<file path="config.mk">
export PLATFORM = sky130hd
export DESIGN_NAME = three_digit_mux_display_scanner
export DESIGN_NICKNAME = d
export VERILOG_FILES = /design/src/sv/tdmds_pkg.sv /design/src/sv/three_digit_mux_display_scanner.sv
export SDC_FILE = /design/constraint.sdc
export NUM_CORES = 1
export LEC_CHECK = 0
export BUFFER_PORTS_ARGS = -buffer_cell sky130_fd_sc_hd__buf_2
export CORE_MARGIN = 3
export CORE_UTILIZATION = 45
export DETAILED_ROUTE_END_ITERATION = 10
export PLACE_DENSITY = 0.59
export SETUP_SLACK_MARGIN = 0.5
export SLEW_MARGIN = 40
export SYNTH_ARGS = -nofsm -noshare
export SYNTH_HDL_FRONTEND = slang
export SYNTH_SLANG_ARGS = --single-unit
</file>
<file path="constraint.sdc">
create_clock -name clk_i -period 12.9 [get_ports clk_i]
set_clock_uncertainty 0.05 [all_clocks]
set_input_delay 1.935 -clock clk_i [delete_from_list [all_inputs] [get_ports clk_i]]
set_output_delay 1.935 -clock clk_i [all_outputs]
set_load 0.1 [all_outputs]
</file>
<file path="src/sv/tdmds_pkg.sv">
// ----------------------------------------------------------------------------
// tdmds_pkg
// Shared types, constants and helpers for the three-digit display scanner.
// ----------------------------------------------------------------------------
package tdmds_pkg;

  localparam int unsigned TimeW   = 8;
  localparam int unsigned DigitW  = 4;
  localparam int unsigned NumDig  = 3;
  localparam int unsigned SegW    = 7;
  localparam int unsigned ValueW  = 16;
  localparam int unsigned CfgIdxW = 8;

  localparam logic [CfgIdxW-1:0] CfgOnTime  = 8'd0;
  localparam logic [CfgIdxW-1:0] CfgOffTime = 8'd1;

  // floor(v/10) = (v * 52429) >> 19, floor((v>>2)/25) = ((v>>2) * 20972) >> 19
  localparam logic [16:0] Recip10  = 17'd52429;
  localparam logic [14:0] Recip25  = 15'd20972;
  localparam int unsigned RecipSh  = 19;

  typedef enum logic [2:0] {
    PH_DIGIT1 = 3'd0,
    PH_GAP1   = 3'd1,
    PH_DIGIT2 = 3'd2,
    PH_GAP2   = 3'd3,
    PH_DIGIT3 = 3'd4,
    PH_GAP3   = 3'd5
  } phase_e;

  function automatic logic [SegW-1:0] seg_pattern(input logic [DigitW-1:0] d);
    logic [SegW-1:0] p;
    unique case (d)
      4'd0:    p = 7'h3F;
      4'd1:    p = 7'h06;
      4'd2:    p = 7'h5B;
      4'd3:    p = 7'h4F;
      4'd4:    p = 7'h66;
      4'd5:    p = 7'h6D;
      4'd6:    p = 7'h7D;
      4'd7:    p = 7'h27;
      4'd8:    p = 7'h7F;
      4'd9:    p = 7'h67;
      default: p = 7'h00;
    endcase
    return p;
  endfunction

  // x mod 10 from x mod 2 and x mod 5; 16 = 1 (mod 5) so nibbles add up.
  function automatic logic [DigitW-1:0] dec_digit(input logic [ValueW-1:0] x);
    logic [5:0] nsum;
    logic [4:0] fold;
    logic [4:0] r;
    logic [3:0] r5;
    nsum = 6'({2'b00, x[3:0]}) + 6'({2'b00, x[7:4]})
         + 6'({2'b00, x[11:8]}) + 6'({2'b00, x[15:12]});
    fold = 5'({3'b000, nsum[5:4]}) + 5'({1'b0, nsum[3:0]});
    r    = fold;
    if (r >= 5'd15) begin
      r = r - 5'd15;
    end else if (r >= 5'd10) begin
      r = r - 5'd10;
    end else if (r >= 5'd5) begin
      r = r - 5'd5;
    end
    r5 = r[3:0];
    if (r5[0] != x[0]) begin
      r5 = r5 + 4'd5;
    end
    return r5;
  endfunction

endpackage

</file>
<file path="src/sv/three_digit_mux_display_scanner.sv">
// ----------------------------------------------------------------------------
// three_digit_mux_display_scanner
// Three-digit multiplexed seven-segment scanner with decimal value load.
// ----------------------------------------------------------------------------
// Takes one beat per clock while s_axis_tready is high. A beat with tuser
// high loads a 16-bit value whose three low decimal digits (hundreds on
// digit 1) are shown; a beat with tuser low is a scan tick. Every beat gives
// one result beat: the one-hot digit enable (zero while blanking) and the
// segment pattern, a in bit 0. A beat passes the input register, then the
// result register, held under back-pressure while an empty input register
// still takes a beat. Register 0 sets the lit time and register 1 the blank
// time in ticks (0 counts as 256); a write restarts the scan at digit 1.
module three_digit_mux_display_scanner
  import tdmds_pkg::*;
(
  input  logic               clk_i,
  input  logic               rst_ni,
  input  logic               s_axis_tvalid,
  output logic               s_axis_tready,
  input  logic [15:0]        s_axis_tdata,  // [15:0] value
  input  logic               s_axis_tuser,  // [0] kind: 1 load, 0 tick
  output logic               m_axis_tvalid,
  input  logic               m_axis_tready,
  output logic [15:0]        m_axis_tdata,  // [2:0] digit_enable, [9:3] segments
  input  logic               cfg_valid_i,
  output logic               cfg_ready_o,
  input  logic [CfgIdxW-1:0] cfg_index_i,
  input  logic [TimeW-1:0]   cfg_data_i
);

  logic              in_valid_q;
  logic              in_kind_q;
  logic [ValueW-1:0] in_value_q;
  logic              out_valid_q;
  logic              out_free;
  logic              proc;

  logic [TimeW-1:0]  on_time_q,  on_time_d;
  logic [TimeW-1:0]  off_time_q, off_time_d;
  phase_e            phase_q,    phase_d;
  logic [TimeW-1:0]  lit_q,      lit_d;
  logic [TimeW-1:0]  gap_q,      gap_d;
  logic [DigitW-1:0] digits_q [NumDig];
  logic [DigitW-1:0] digits_d [NumDig];
  logic [SegW-1:0]   seg_q,      seg_d;
  logic [2:0]        en_q,       en_d;

  logic [32:0]       prod10;
  logic [28:0]       prod100;
  logic [ValueW-1:0] q10;
  logic [ValueW-1:0] q100;
  logic [TimeW-1:0]  lit_dec;
  logic [TimeW-1:0]  gap_dec;
  logic              cfg_hit;

  assign out_free      = !out_valid_q || m_axis_tready;
  assign proc          = in_valid_q && out_free;
  assign s_axis_tready = !in_valid_q || out_free;
  assign cfg_ready_o   = 1'b1;

  assign m_axis_tvalid = out_valid_q;
  assign m_axis_tdata  = {6'b000000, seg_q, en_q};

  // beat pipeline
  always_ff @(posedge clk_i or negedge rst_ni) begin
    if (!rst_ni) begin
      in_valid_q  <= 1'b0;
      out_valid_q <= 1'b0;
    end else begin
      if (s_axis_tready) begin
        in_valid_q <= s_axis_tvalid;
      end
      if (out_free) begin
        out_valid_q <= in_valid_q;
      end
    end
  end

  always_ff @(posedge clk_i) begin
    if (s_axis_tvalid && s_axis_tready) begin
      in_kind_q  <= s_axis_tuser;
      in_value_q <= s_axis_tdata;
    end
  end

  // decimal split
  assign prod10  = 33'(in_value_q) * 33'(Recip10);
  assign prod100 = 29'(in_value_q[15:2]) * 29'(Recip25);
  assign q10     = ValueW'(prod10[31:RecipSh]);
  assign q100    = ValueW'(prod100[28:RecipSh]);

  assign lit_dec = lit_q - 8'd1;
  assign gap_dec = gap_q - 8'd1;
  assign cfg_hit = cfg_valid_i && (cfg_index_i == CfgOnTime || cfg_index_i == CfgOffTime);

  always_comb begin
    on_time_d  = on_time_q;
    off_time_d = off_time_q;
    phase_d    = phase_q;
    lit_d      = lit_q;
    gap_d      = gap_q;
    digits_d   = digits_q;
    seg_d      = seg_q;
    en_d       = en_q;

    if (proc) begin
      if (in_kind_q) begin
        digits_d[0] = dec_digit(q100);
        digits_d[1] = dec_digit(q10);
        digits_d[2] = dec_digit(in_value_q);
      end else begin
        unique case (phase_q)
          PH_GAP1, PH_GAP2, PH_GAP3: begin
            gap_d = gap_dec;
            en_d  = 3'b000;
            if (gap_dec == '0) begin
              lit_d = on_time_q;
              unique case (phase_q)
                PH_GAP1: phase_d = PH_DIGIT2;
                PH_GAP2: phase_d = PH_DIGIT3;
                default: phase_d = PH_DIGIT1;
              endcase
            end
          end
          PH_DIGIT2: begin
            lit_d = lit_dec;
            en_d  = 3'b010;
            seg_d = seg_pattern(digits_q[1]);
            if (lit_dec == '0) begin
              phase_d = PH_GAP2;
              gap_d   = off_time_q;
            end
          end
          PH_DIGIT3: begin
            lit_d = lit_dec;
            en_d  = 3'b100;
            seg_d = seg_pattern(digits_q[2]);
            if (lit_dec == '0) begin
              phase_d = PH_GAP3;
              gap_d   = off_time_q;
            end
          end
          default: begin
            lit_d = lit_dec;
            en_d  = 3'b001;
            seg_d = seg_pattern(digits_q[0]);
            if (lit_dec == '0) begin
              phase_d = PH_GAP1;
              gap_d   = off_time_q;
            end else begin
              phase_d = PH_DIGIT1;
            end
          end
        endcase
      end
    end

    // the user must write only while idle; the block does not enforce it
    if (cfg_hit) begin
      if (cfg_index_i == CfgOnTime) begin
        on_time_d = cfg_data_i;
        lit_d     = cfg_data_i;
        gap_d     = off_time_q;
      end else begin
        off_time_d = cfg_data_i;
        lit_d      = on_time_q;
        gap_d      = cfg_data_i;
      end
      phase_d = PH_DIGIT1;
    end
  end

  always_ff @(posedge clk_i or negedge rst_ni) begin
    if (!rst_ni) begin
      on_time_q  <= 8'd1;
      off_time_q <= 8'd1;
      phase_q    <= PH_DIGIT1;
      lit_q      <= 8'd1;
      gap_q      <= 8'd1;
      digits_q   <= '{default: '0};
      seg_q      <= '0;
      en_q       <= '0;
    end else begin
      on_time_q  <= on_time_d;
      off_time_q <= off_time_d;
      phase_q    <= phase_d;
      lit_q      <= lit_d;
      gap_q      <= gap_d;
      digits_q   <= digits_d;
      seg_q      <= seg_d;
      en_q       <= en_d;
    end
  end

endmodule
</file>
Word-level counts from Yosys, hierarchy flattened --
Memory sizes are Yosys's and may differ from the RTL's. Index checks and enable logic that the tools add are counted.
Cells by class: add/sub/neg operators 25, multipliers 2, $lt $le $gt $ge 9, eq/ne operators 13, multiplexer cells 41, bitwise logic cells 2, reductions and logical operators 20
Operators by type and width (number):
- two-way mux 8 bit | 12
- two-way mux 4 bit | 18
- multiplier 16 x 16 -> 32 bit, second input constant | 1
- >= comparator 5 x 4 -> 1 bit, second input constant | 6
- multiplier 14 x 13 -> 27 bit, second input constant | 1
- zero test 8 bit | 3
- subtractor 4 bit, second input constant | 6
- one-hot mux 7 bit (3 select lines) | 1
- two-way mux 3 bit | 6
- one-hot mux 3 bit (3 select lines) | 2
- subtractor 8 x 1 -> 8 bit, second input constant | 2
- adder 2 x 4 -> 5 bit | 3
- adder 4 x 4 -> 5 bit | 3
- >= comparator 5 x 3 -> 1 bit, second input constant | 3
- adder 4 x 3 -> 4 bit, second input constant | 3
- adder 5 x 4 -> 6 bit | 2
- subtractor 4 x 3 -> 4 bit, second input constant | 3
- inequality test 3 bit, second input constant | 3
- AND reduction 3 bit | 3
- == test 8 x 1 -> 1 bit, second input constant | 1
- adder 5 x 2 -> 6 bit | 1
- adder 6 x 1 -> 6 bit | 1
- adder 6 x 4 -> 6 bit | 1
- == test 3 x 2 -> 1 bit, second input constant | 2
- 15 further kinds | 25
Storage, ports and cells: flip-flop bits (word level) 76, bits in read-only memories 336, input port bits 38, output and inout port bits 19, logic and storage cells 129, memories kept 3
Memory list:
- (name not given) | words 16, width 7, read ports 1, clocked after Yosys merged registers in 0, write ports 0, RTL line tdmds_pkg.sv:33 | unique case (d)
- (name not given) | words 16, width 7, read ports 1, clocked after Yosys merged registers in 0, write ports 0, RTL line tdmds_pkg.sv:33
- (name not given) | words 16, width 7, read ports 1, clocked after Yosys merged registers in 0, write ports 0, RTL line tdmds_pkg.sv:33

Longest topological paths before layout --
Gate-level depths: netlist (run 1).
word-level depth 13, gate-level depth with buffers 45, mapped depth without buffers 44

Least setup slack after synthesis (run 1) --
OpenSTA, ideal clock, no wires.
path kind register to register, start reg in_value_q[7], end reg digits_q[6] (netlist name), library setup time 0.131 ns, data arrival time 9.946 ns, data required time 12.719 ns, setup slack 2.773 ns, stages on the path, launching flop included 43, buffers on the path 1, period minus slack after synthesis 10.127 ns, path through edfxtp_1 ha_1 inv_1 fa_1 inv_1 fa_1 fa_1 fa_1 inv_1 fa_1 inv_1 ha_1 o21ai_0 o22ai_1 a211oi_1 a211o_1 a21oi_1 o2111ai_1 [... 7 more ...] nor2_1 nor2_1 xor2_1 ha_1 fa_1 xnor3_1 inv_1 ha_1 nand2_1 nand3b_1 a22o_1 and3_1 clkbuf_1 a21oi_4 xnor3_1 nor2_2 xnor2_1 o21ai_1
Between the ends: cells in the longest elaborated chain, start to end 13, elaborated cells between the ends (all ways) 19, those cells by class add/sub: 8; mul: 1; order compare: 3; eq/ne: 1; mux: 6
RTL lines:
- start: declaration | RTL line three_digit_mux_display_scanner.sv:33 | logic [ValueW-1:0] in_value_q;
- start signal: assignment | RTL line three_digit_mux_display_scanner.sv:82 | in_value_q <= s_axis_tdata;
- multiplier 16 x 16 -> 32 bit * | RTL line three_digit_mux_display_scanner.sv:87 | assign prod10 = 33'(in_value_q) * 33'(Recip10);
- adder 4 x 4 -> 5 bit | RTL line tdmds_pkg.sv:55 | nsum = 6'({2'b00, x[3:0]}) + 6'({2'b00, x[7:4]})
- adder 5 x 4 -> 6 bit | RTL line tdmds_pkg.sv:56 | + 6'({2'b00, x[11:8]}) + 6'({2'b00, x[15:12]});
- adder 6 x 1 -> 6 bit | RTL line tdmds_pkg.sv:56
- adder 2 x 4 -> 5 bit | RTL line tdmds_pkg.sv:57 | fold = 5'({3'b000, nsum[5:4]}) + 5'({1'b0, nsum[3:0]});
- subtractor 4 x 3 -> 4 bit or >= comparator 5 x 3 -> 1 bit (tied branches) | RTL line tdmds_pkg.sv:64, tdmds_pkg.sv:63
- two-way mux 4 bit | RTL line tdmds_pkg.sv:63 | end else if (r >= 5'd5) begin
- two-way mux 4 bit | RTL line tdmds_pkg.sv:61 | end else if (r >= 5'd10) begin
- two-way mux 4 bit | RTL line tdmds_pkg.sv:59 | if (r >= 5'd15) begin
- two-way mux 4 bit | RTL line three_digit_mux_display_scanner.sv:107 | if (in_kind_q) begin
- two-way mux 4 bit | RTL line three_digit_mux_display_scanner.sv:106 | if (proc) begin
- adder 4 x 3 -> 4 bit or inequality test 1 bit (tied branches) | RTL line tdmds_pkg.sv:68, tdmds_pkg.sv:67
- two-way mux 4 bit * | RTL line tdmds_pkg.sv:67 | if (r5[0] != x[0]) begin
- end signal: assignment | RTL line three_digit_mux_display_scanner.sv:189 | digits_q <= digits_d;
- end: declaration | RTL line three_digit_mux_display_scanner.sv:43 | logic [DigitW-1:0] digits_q [NumDig];
Mark *: on every way between the ends. The rest lies on a longest branch, timed or not. The select of a mux whose other input is x is not followed. A chain may end at the register's enable or synchronous reset.

Final worst setup path (run 1) --
start reg in_value_q[14], end reg digits_q[6] (netlist name)
The elaborated chain is that of the path after synthesis.

==> summary by stage, run 1 <==
STA
The max-slew violation count was 0. For the pin with the worst max-slew slack, the measured transition is approximately 0.7 ns. The number of failing hold endpoints at the final stage is 0. The final critical-path required period is 11.06 ns.

The final number of setup-violating endpoints is 0. For this run, the top clock speed supported by timing is between 90 and 100 MHz. The relative slew slack is between 50% and 60%. The sum of negative setup slack is 0 ns. In the finished design, the share of the clock period the worst path needs comes to 85.7%. Setup repair after global routing left no endpoint under its margin.

Drt
The average vias per placed instance is 5.24. The residual DRC count is 0. Before antenna repair, the detailed router went through 5 iterations.

The sum of routed wire length over all layers is between 30 and 40 mm. The remaining antenna violation count is 0. The via count is 10.2k.

The mean routed wirelength per cell is 16.0 microns. The DRC marker count from the first detailed-route iteration is roughly 420.

Yosys
Summing the areas of all xor and xnor instances in the mapped netlist gives under 10% of the synthesized area. After Yosys synthesis, and, or, nand and nor cells account for under 10% of the synthesized area. The share of the synthesized area in compound gates (AO/OA/AOI/OAI) is 12.8%. Dividing the synthesized area by the synthesized cell count gives around 9.3 sq um. By area, the combinational part of the netlist is dominated by adder cells. The share of Yosys cell area claimed by the top area cell type is between 20 and 30%. The dominant register cell in the synthesized netlist is dfrtp_1. In this run the cell area of the synthesized design comes to approximately 14000 sq um. The portion of synthesized area spent on multiplexers is between 1.5 and 2%. Synthesis handed over a netlist of around 1.5k instances. After synthesis, flip-flops and latches occupy 14.1% of the total area. The warning count from the yosys run is 0.

Yosys attributes the largest share of cell area to ha_1 26%, fa_1 23%, dfrtp_1 9.7%, inv_1 8.8%, edfxtp_1 3.6%. inv_1 is the most common cell in the netlist. The count of flip-flops with a built-in enable after synthesis is 17. The register bit count reported by yosys is between 70 and 80. ha_1 takes more of the synthesized area than any other cell. Counting flops with an async set or reset pin after synthesis yields a share of between 70% and 80%. The share of synthesized cell area in full adder, half adder and majority cells is between 40% and 50%. The unique cell type count in the Yosys netlist is 77. After synthesis, the most frequently instantiated cells are 332 x inv_1, 290 x ha_1, 161 x fa_1.

Floorplanning
The count of boundary I/O pins is 57. The starting utilization of the core area is 46.0%. The die span in x is roughly 180 microns. In this run the standard cell core region covers approximately 30000 sq um.

The total number of placement rows is 64. The floorplan step defined a die boundary enclosing 33700 sq um. The die is between 150 and 200 microns tall.

Setup path
Measured in cells, the most critical reg-to-reg path has a length of between 40 and 50. The worst reg2reg path endpoint is digits_q[6]. Data on the critical path arrives at its endpoint at between 10 and 15 ns.

The cell with the largest stage delay on the worst path is edfxtp_1. For this run, the slowest stage of the critical path takes 0.76 ns. The data required time of the critical path is around 13 ns.

The source of the critical timing path is in_value_q[14]. The worst setup path is captured at a register. In this run the worst setup path terminates at digits_q[6]. The critical path is of the reg -> reg type. Along the worst path, the maximum fanout reaches 12. The sort of element at the start of the critical path is a register. The worst flop-to-flop path startpoint is in_value_q[14]. Across all register-to-register paths, the minimum setup slack is between 1.5 and 2 ns.

Clock tree
The clock root buffer master is clkbuf_16. The clock reaches the later pin of the worst-skew pair after 0.36 ns. The clock buffer count from CTS is 9. Buffers inserted to repair hold after CTS numbered 0.

The number of resized instances in the post-cts repair step is 0. Counting along the longest clock path gives a buffer depth of 2. TritonCTS built the clock tree. The tree built by TritonCTS fans out to 76 sinks.

The H-tree was split into 3 levels. After clock tree synthesis, the clock-pin slew on the worst setup and hold paths is around 0.070 ns. After clock tree synthesis, the setup repair step added 0 buffers.

Global routing
Across every metal layer, demand over resource in global routing totals approximately a fifth. The first global-routing pass estimated between 50 and 60 mm of wire. Entering global routing, the biggest net connects 60 pins. The via count of the first global-routing pass is roughly 10k.

The overall overflow remaining after global route is 0. The initial antenna violation count is 0.

Final layout
The net count reported at finish is roughly 2.0k. 0 antenna diodes ended up in the layout. The number of fill cells is just under 3k. In the final layout, the share of cells above drive strength 1 is around 7.6%. The synthesis-to-layout area growth is 7.11%.

Run status
The flow ran to the end, and the final reports show no timing, DRC or antenna violations.

Placed design
Routability-driven placement finished with a final weighted congestion of about 0.91. Input and output buffers added on the ports amount to a little under 50. The half-perimeter wire length after detailed placement is about 26 mm.

Run
The tool flagged a number of max-cap violations equal to 0.

Hold path
In this run the worst hold path is classified as reg -> reg.
-- worst min path at each step --
stage / start / endpoint / slack (ns) / depth (start not counted)
4_1_cts: en_q[1] / en_q[1] / 0.44 / 2
2_1_floorplan: on_time_q[1] / on_time_q[1] / 0.40 / 2
3_3_place_gp: on_time_q[1] / on_time_q[1] / 0.41 / 2
5_1_grt: en_q[1] / en_q[1] / 0.45 / 2
6_report: en_q[1] / en_q[1] / 0.43 / 2
3_5_place_dp: en_q[1] / en_q[1] / 0.42 / 2
-- through the flow --
stage	setup WS, ns	util, %	hold slack (ns)	cells	cell area, sq um
2_1_floorplan	2.77	-	0.397	1521	14200
3_3_place_gp	1.96	48.1	0.412	1938	14800
3_5_place_dp	1.79	48.1	0.418	1938	14800
4_1_cts	1.73	49.2	0.436	1954	15200
5_1_grt	0.897	49.2	0.447	1954	15200
6_report	1.84	49.2	0.429	1954	15200
-- per-layer routing --
metal | vias to the layer above | wire (microns) | global-route usage [%]
met5 | - | 0 | 0
met4 | 0 | 360 | 3.84
met3 | 21 | 1230 | 3.01
met2 | 150 | 14100 | 31.1
met1 | 4997 | 15500 | 28.5
li1 | 5068 | - | -
-- final cells by class --
cell class | instances | area (sq um) | share of cell area (%)
Clock buffer | 11 | 264 | 1.74
Clock inverter | 5 | 63.8 | 0.420
Inverter | 333 | 1250 | 8.24
Multi-Input combinational cell | 1079 | 10800 | 71.3
Sequential cell | 76 | 1990 | 13.1
Tap cell | 396 | 495 | 3.26
Timing Repair Buffer | 54 | 287 | 1.89
-- cells in the final DEF (no fill, tap or decap), types with 10 or more instances in the layout --
cell         n
o211ai_1    10
buf_2       49
nor3_1      18
o21ai_1     10
a21o_1      25
nand3_1     14
nand2_1     88
nand2b_1    10
xor2_1      28
edfxtp_1    17
o21a_1      11
nor2_1      66
mux2_2      17
a21oi_1     66
o21ai_0     55
inv_1      332
ha_1       290
xnor2_1     32
a31oi_1     11
clkbuf_16   10
fa_1       161
a211oi_1    10
dfrtp_1     55
-- cells by family (layout without fill, tap and decap cells) --
family,count (synthesis),after routing
adders and majority gates,451,451
buffers and inverters,366,403
AOI/OAI and AO/OA,276,276
and+or+nand+nor,256,256
DFF,76,76
xor gates and xnor gates,66,66
muxes,23,23
other,2,7
-- state kept, by name, summed over array words and instances, names as in the netlist --
name	cells
in_kind_q	1
gap_q	8
seg_q	7
digits_q	12
on_time_q	8
m_axis_tvalid	1
phase_q	3
in_valid_q	1
en_q	3
in_value_q	16
lit_q	8
off_time_q	8
-- critical path, delay by kind of cell (launching register included) --
family / cells / cell delay (ns)
fa+ha+maj: 14 / 5.31
compound gates: 13 / 2.50
xor+xnor: 4 / 0.87
flops: 1 / 0.76
simple gates: 4 / 0.64
buf+inv: 7 / 0.64
mux: 1 / 0.14
Power of run 1 is not shown: default switching activity piles up to over one toggle a cycle in this logic, so the estimate is an artifact.
==> run 2: changes to the inputs <==
--- a/config.mk
+++ b/config.mk
@@ -5,13 +5,13 @@
 export SDC_FILE = /design/constraint.sdc
 export NUM_CORES = 1
 export LEC_CHECK = 0
+export ABC_AREA = 1
 export BUFFER_PORTS_ARGS = -buffer_cell sky130_fd_sc_hd__buf_2
 export CORE_MARGIN = 3
 export CORE_UTILIZATION = 45
 export DETAILED_ROUTE_END_ITERATION = 10
 export PLACE_DENSITY = 0.59
 export SETUP_SLACK_MARGIN = 0.5
-export SLEW_MARGIN = 40
 export SYNTH_ARGS = -nofsm -noshare
 export SYNTH_HDL_FRONTEND = slang
 export SYNTH_SLANG_ARGS = --single-unit
==> constraint.sdc (replaced) <==
create_clock -name clk_i -period 13.95 [get_ports clk_i]
set_clock_uncertainty 0.05 [all_clocks]
set_input_delay 2.0925 -clock clk_i [delete_from_list [all_inputs] [get_ports clk_i]]
set_output_delay 2.0925 -clock clk_i [all_outputs]
set_load 0.1 [all_outputs]
==> run 2 against run 1 <==
Net effect:
- hold slack hardly changed
- sequential share of layout area is 0.48 points lower
- worst setup slack better by 2.3 ns
- count of clock-buffer cells in the layout is 2 lower
- core utilization is 0.18 points higher
- synthesized area is 3.6% higher
- largest cell class unchanged
==> summary by stage, run 2 <==
Run status
The run finished with clean final reports.

Final layout
The finished layout holds around 2.3k standard cells, fillers aside. The net count reported at finish is between 2k and 2.5k. Leaving out fill and tap cells, the most frequent cell in the layout is inv_1. The flip-flop count of the largest register, all copies and words added is 16. The most flop-heavy register is in_value_q. In the final layout, the registers with the most flip-flops are in_value_q: 16 flops, digits_q: 12 flops.

The area growth from synthesis to layout is 7.29%. The post-route netlist has between 7 and 8% of its cells at a drive strength greater than 1. The library cells used most frequently in the layout, excluding fill and tap cells, are 417 x inv_1, 290 x ha_1, 256 x nand2_1.

STA
Timing would allow up to ~100 MHz. Setup violations remaining at the end of the flow were counted as 0. The final clock period utilization by the worst path is 70.4%. The relative slew slack is between 40% and 50%. The number of failing hold endpoints at the final stage came to 0. Across all setup checks in the final design, the least slack found is 4.12 ns. The worst hold slack after final layout is 0.429 ns. At the pin with the least slew margin, the transition time is between 0.8 and 0.9 ns. Setup repair after global routing left no endpoint under its margin. Setup total negative slack on the finished layout was measured at 0 ns.

The final critical-path required period is between 9 and 10 ns. The max-slew violation count is 0.

Global routing
Global routing consumed, over all layers together, approximately a fifth of the routing resources. For met2 alone, demand over resource in global routing was 34.2%. The overall overflow remaining after global route is 0.

For this run, global-route usage on met3 was measured as approximately 1.8%. The initial antenna violation count came to 2. The global-route wire length before repair is roughly 56 mm.

The via count of the first global-routing pass is approximately 12k. met2 is the most crowded layer. The global-route met1 utilization is 26.8%. Entering global routing, the biggest net connects 60 pins.

Drt
The number of iterations in the first detailed-routing pass is 5. The sum of routed wire length over all layers is ~33 mm. The average vias per placed instance is around 5.

The remaining antenna violation count is 0. The via count is between 10k and 15k. The DRC marker count from the first detailed-route iteration is between 600 and 700.

The residual DRC count is 0. The mean routed wirelength per cell is ~15 microns.

Yosys
The Yosys step of the flow raised 0 warnings. The dominant cell by count in the synthesized netlist is inv_1. Sorting the synthesized cells by area gives the leading types as ha_1 25%, fa_1 22%, inv_1 11%, dfrtp_1 9.4%, nand2_1 6.5%. The count of flip-flops with a built-in enable after synthesis is 17. The per-instance average area after synthesis is ~8.2 sq um. After synthesis, the netlist uses 52 different library cells. The cell area that synthesis handed to floorplanning was 14700 sq um.

The register bit count reported by yosys is 76. After synthesis, the largest area contributor takes up approximately a quarter of total cell area. After synthesis, flip-flops and latches occupy 13.6% of the total area. The async set-or-reset flop fraction in the synthesized netlist is 77.6%. The top cell type by total area after synthesis is ha_1.

For this run, the leading register cell type out of synthesis is dfrtp_1. The instance count of the mapped netlist is roughly 1.8k. By count the netlist is led by 417 x inv_1, 290 x ha_1, 256 x nand2_1.

Placed design
The last weighted congestion value of the routability-driven placer is around 0.92. The number of placed cells counting well taps is 2253. Detailed placement ended at an HPWL of between 20 and 30 mm. Port buffering added between 40 and 50 buffers.

OpenSTA, run right after detailed placement, puts the worst setup slack at 4.07 ns.

Clock tree
Counting every sink on the clock net gives 76. The tree is rooted in a clkbuf_16. The maximum root-to-sink buffer count is 2.

The clock buffer count from CTS is 9. CTS built an H-tree with a depth of 3. The post-CTS clock slew at the launch and capture registers of the worst setup and hold paths is about 0.070 ns. The number of hold-repair buffers added at the cts stage is 0. In this run, post-CTS repair resized a total of 0 instances.

The CTS tree is done. The clock latency at the later pin of the worst-skew pair is approximately 0.35 ns. The post-CTS setup buffer count is 0.

Setup path
The highest fanout seen on the critical path is 11. The peak per-stage delay on the critical path is 0.64 ns. The data required time of the critical path is 14.12 ns. The worst setup path is of the reg -> reg kind.

The worst path arrival time is about 10 ns. STA classifies the critical path endpoint as a register. In this run the worst setup path begins at in_value_q[7]. The sort of element at the start of the critical path is a register. The worst flop-to-flop path startpoint is in_value_q[7].

The largest individual stage delay along the critical path comes from the cell edfxtp_1. The most numerous cell type found on the critical path is fa_1.

Floorplanning
For this configuration, the core starts out at a cell density of between 40% and 50%. The total number of placement rows is 65. In this run the standard cell core region covers 31900 sq um.

The floorplan step set the die height to ~190 microns. For this design the top-level I/O count stands at 57. The die span in x is about 190 microns.

The die covers approximately 35000 sq um.

Hold path
The path class of the tightest hold or removal check is reg -> reg. The startpoint of the most critical hold path is seg_q[0].

Run
The max capacitance violation total is 0.
run 2: worst max-delay path: cells and delay by family, from the launching register on:
family,cells,cell delay (ns)
AOI/OAI and AO/OA,8,1.20
xor gates and xnor gates,2,0.32
adders and majority gates,14,5.77
buffers and inverters,6,0.44
DFF,1,0.64
and+or+nand+nor,10,1.26
run 2: logic make-up after synthesis:
| group | synth area share, % |
|---|---|
| simple gates | 14.6 |
| other cells | 0.0512 |
| fa+ha+maj | 46.7 |
| flops | 13.6 |
| buf+inv | 11.9 |
| xor+xnor | 3.35 |
| compound gates | 9.89 |
run 2: per-stage QoR:
step                util (%)  area, sq um
floorplan                  -        14700
global placement        48.4        15400
detailed placement      48.4        15400
CTS                     49.4        15700
global route            49.4        15800
finish                  49.4        15800
run 2: path summary, 6_finish.rpt:
path	to	slack [ns]	depth (start not counted)
max	digits_q[5]	4.12	40
min	seg_q[0]	0.43	2
max reg2reg	digits_q[5]	4.12	40
min reg2reg	seg_q[0]	0.43	2
max in group asynchronous	on_time_q[2]	11.49	2
min in group asynchronous	digits_q[7]	1.85	2
run 2: per-layer routing:
metal	vias up	share of wire [%]
li1	5711	-
met1	5420	48
met2	156	48
met3	20	2.5
met4	0	0.98
met5	-	0
run 2: cell type report:
class | count | area [sq um]
timing repair buffer | 53 | 275
inverter | 433 | 1630
clock buffer | 9 | 225
fill | 3168 | 16100
sequential | 76 | 1990
antenna | 2 | 5.00
tap | 435 | 544
clock inverter | 7 | 105
multi-input combinational | 1256 | 11000
Power of run 2 is left out for the same reason.
==> run 3: changes to the inputs <==
--- a/config.mk
+++ b/config.mk
@@ -5,12 +5,12 @@
 export SDC_FILE = /design/constraint.sdc
 export NUM_CORES = 1
 export LEC_CHECK = 0
-export ABC_AREA = 1
+export ABC_AREA = 0
 export BUFFER_PORTS_ARGS = -buffer_cell sky130_fd_sc_hd__buf_2
 export CORE_MARGIN = 3
 export CORE_UTILIZATION = 45
 export DETAILED_ROUTE_END_ITERATION = 10
-export PLACE_DENSITY = 0.59
+export PLACE_DENSITY = 0.62
 export SETUP_SLACK_MARGIN = 0.5
 export SYNTH_ARGS = -nofsm -noshare
 export SYNTH_HDL_FRONTEND = slang
==> constraint.sdc (replaced) <==
create_clock -name clk_i -period 8.1 [get_ports clk_i]
set_clock_uncertainty 0.05 [all_clocks]
set_input_delay 1.215 -clock clk_i [delete_from_list [all_inputs] [get_ports clk_i]]
set_output_delay 1.215 -clock clk_i [all_outputs]
set_load 0.1 [all_outputs]
==> run 3 against run 2 <==
Net effect:
- the flow now finishes with violations (negative setup slack)
- via count is 0.80% lower
- worst setup slack worse by 5.4 ns
- critical endpoint unchanged
- core utilization up 8.1 points
- first-iteration DRC count is 2.7% lower
- non-clock buffer count is 240 higher
- highest routed layer unchanged
- global-route usage rose by 1.7 points
- sequential cell count did not move
- count of clock-buffer cells in the layout up 3
- largest cell class unchanged
- die area fell by 3.4%
- critical path depth unchanged
- sequential share of layout area is 1.4 points lower
- wire length rose by 3.4%
==> summary by stage, run 3 (synthesis results as in run 1) <==
Drt
The remaining antenna violation count is 0. For this run, design rule violations remaining after detail routing come to 0. The routed design has between 30 and 40 mm of wire. The detailed router placed around 11k vias in this run.

Dividing the detail-routed via count by the number of cells gives approximately 5.1. The mean routed wirelength per cell is roughly 16 microns. The number of iterations in the first detailed-routing pass is 5. The DRC marker count from the first detailed-route iteration is 607.

Setup path
The sort of element at the start of the critical path is a register. The worst reg2reg path endpoint is digits_q[5]. In this run the worst path has a maximum fanout of 5. The cell seen most often among critical-path stages is fa_1. The worst flop-to-flop path startpoint is in_value_q[1]. The data required time of the critical path is roughly 8.2 ns. The source of the critical timing path is in_value_q[1].

STA classifies the critical path endpoint as a register. The worst setup slack for register-to-register paths is -1.28 ns. The termination of the worst setup path is digits_q[5]. The cell with the largest stage delay on the worst path is fa_2. The kind of critical path is reg -> reg.

The number of cell instances on the worst register-to-register path is 40. The worst path arrival time is ~9.5 ns. The largest single stage delay on the critical path is around 0.63 ns.

Final layout
Leaving out fill and tap cells, the most frequent cell in the layout is inv_1. Compared with the post-synthesis result, the final layout area differs by 25.1%. The final standard cell count with taps included and fillers excluded is about 2.2k.

The net count reported at finish is 2281. More flip-flops sit in one register than any other, and that register is in_value_q. In the layout the commonest cells are 307 x inv_1, 255 x ha_1, 224 x buf_4. The largest registers in the layout are in_value_q: 16 flops, digits_q: 12 flops. The number of antenna diodes in the final layout is 0. The flip-flop count of the largest register, all copies and words added is 16. The final cell area excluding filler cells is about 18000 sq um.

Cells with a size suffix above 1 make up around a quarter of the layout.

STA
The slew at the pin closest to its max-slew limit is slightly below 1 ns. The max-slew violation count is 0. After layout, the worst path uses 116% of the clock period. The worst pin sits at a relative slew slack of approximately a third.

The final number of setup-violating endpoints is 6. The achievable frequency is 107 MHz. The worst path in the final design needs a cycle of approximately 9.4 ns, including I/O delays and setup. In the final timing run, aggregate negative setup slack is -6.40 ns. Setup repair after global routing could not meet its margin everywhere. The number of failing hold endpoints at the final stage came to 0. The final worst setup slack is -1.28 ns.

Global routing
The busiest metal layer after global routing is met2. The global-route usage over all layers is a little over a fifth. The met2 usage in global routing is a little over a third.

For this run, global-route usage on met1 was measured as ~30%. The largest net degree at the start of global routing is 60. The first global-routing pass estimated slightly below 60 mm of wire.

The initial antenna violation count came to 0. The via count of the first global-routing pass is ~12k. The overall overflow remaining after global route is 0. The met3 track demand over resource is under 10%.

Run status
The run finished, with violations left. The final reports fail on negative setup slack.

Clock tree
TritonCTS built the clock tree. The maximum root-to-sink buffer count is 2. The clock latency at the later pin of the worst-skew pair is around 0.35 ns. The clock net sink count is 76. After clock tree synthesis, the clock-pin slew on the worst setup and hold paths is roughly 0.06 ns.

The total number of H-tree levels is 3. The tree is rooted in a clkbuf_16. Clock tree synthesis inserted a total of 9 buffers.

Placed design
The cell area after placement is around 17000 sq um. Routability-driven placement finished with a final weighted congestion of 0.919. The half-perimeter wire length after detailed placement is roughly 29 mm. Once placement completed, the tool counted placed cells totaling roughly 2.1k. The quantity of I/O buffers inserted on ports is 49. Before CTS, the worst setup slack after placement is -1.48 ns.

Floorplanning
The starting utilization of the core area is around 46%. During I/O placement, the number of pins put on the boundary was 57. The die covers roughly 34000 sq um.

In this run the standard cell core region covers 30800 sq um. The height of the die is ~180 microns. The initialized floorplan defines 64 standard-cell rows. The die span in x is 183 microns.

Hold path
The tightest min-delay check is of the reg -> reg type. The cell depth of the worst min-delay path is 2.

Run
The max capacitance violation total is 0.
run 3: cell count changes in the layout (fill, tap and decap cells not counted), sizes merged, moves of 10 or more:
cell    delta
o21ai     -34
mux2      +18
a21o      +20
nand2    -198
buf      +240
nand3     -55
xnor2     +16
inv      -100
a21oi     -29
nand2b    +10
a211oi    +11
nor2      -34
run 3: what timing repair did:
| action | 4_1_cts | 5_1_grt |
|---|---|---|
| gates resized for setup | 76 | 42 |
| hold buffers | 0 | 0 |
| pin swaps | 75 | 51 |
| setup buffers | 32 | 8 |
| endpoints found under the setup margin | 6 | 6 |
run 3: layer usage:
| metal | part of all wire (%) | routed length (microns) |
|---|---|---|
| met1 | 47 | 16200 |
| met5 | 0 | 0 |
| met3 | 4.4 | 1520 |
| met4 | 1.9 | 649 |
| met2 | 47 | 16100 |
run 3: layout make-up:
cell class,instances,area (sq um)
fill,2643,13100
multi-input combinational,1079,11500
timing repair buffer,293,2180
sequential,76,1990
inverter,333,1270
tap,396,495
clock buffer,12,258
clock inverter,4,30.0
run 3: how the worst min path moves through the flow:
stage | endpoint | start
after floorplan | on_time_q[1] | on_time_q[1]
after global placement | en_q[2] | en_q[2]
after detailed placement | en_q[1] | en_q[1]
after CTS | en_q[1] | en_q[1]
after global routing | on_time_q[1] | on_time_q[1]
final | en_q[2] | en_q[2]
run 3: stage by stage:
| stage | util [%] | hold WS, ns |
|---|---|---|
| floorplan | - | 0.397 |
| global placement | 53.8 | 0.409 |
| detailed placement | 53.8 | 0.416 |
| CTS | 56.7 | 0.431 |
| global route | 57.5 | 0.447 |
| finish | 57.5 | 0.426 |
run 3: worst max-delay path, delay by kind of cell, from the launching register on:
family                     cells  cell delay [ns]
and+or+nand+nor                3             0.49
adders and majority gates     13             4.78
xor gates and xnor gates       3             0.41
buffers and inverters          6             0.63
DFF                            1             0.51
AOI/OAI and AO/OA             13             2.10
muxes                          2             0.25
Power of run 3 is left out for the same reason.
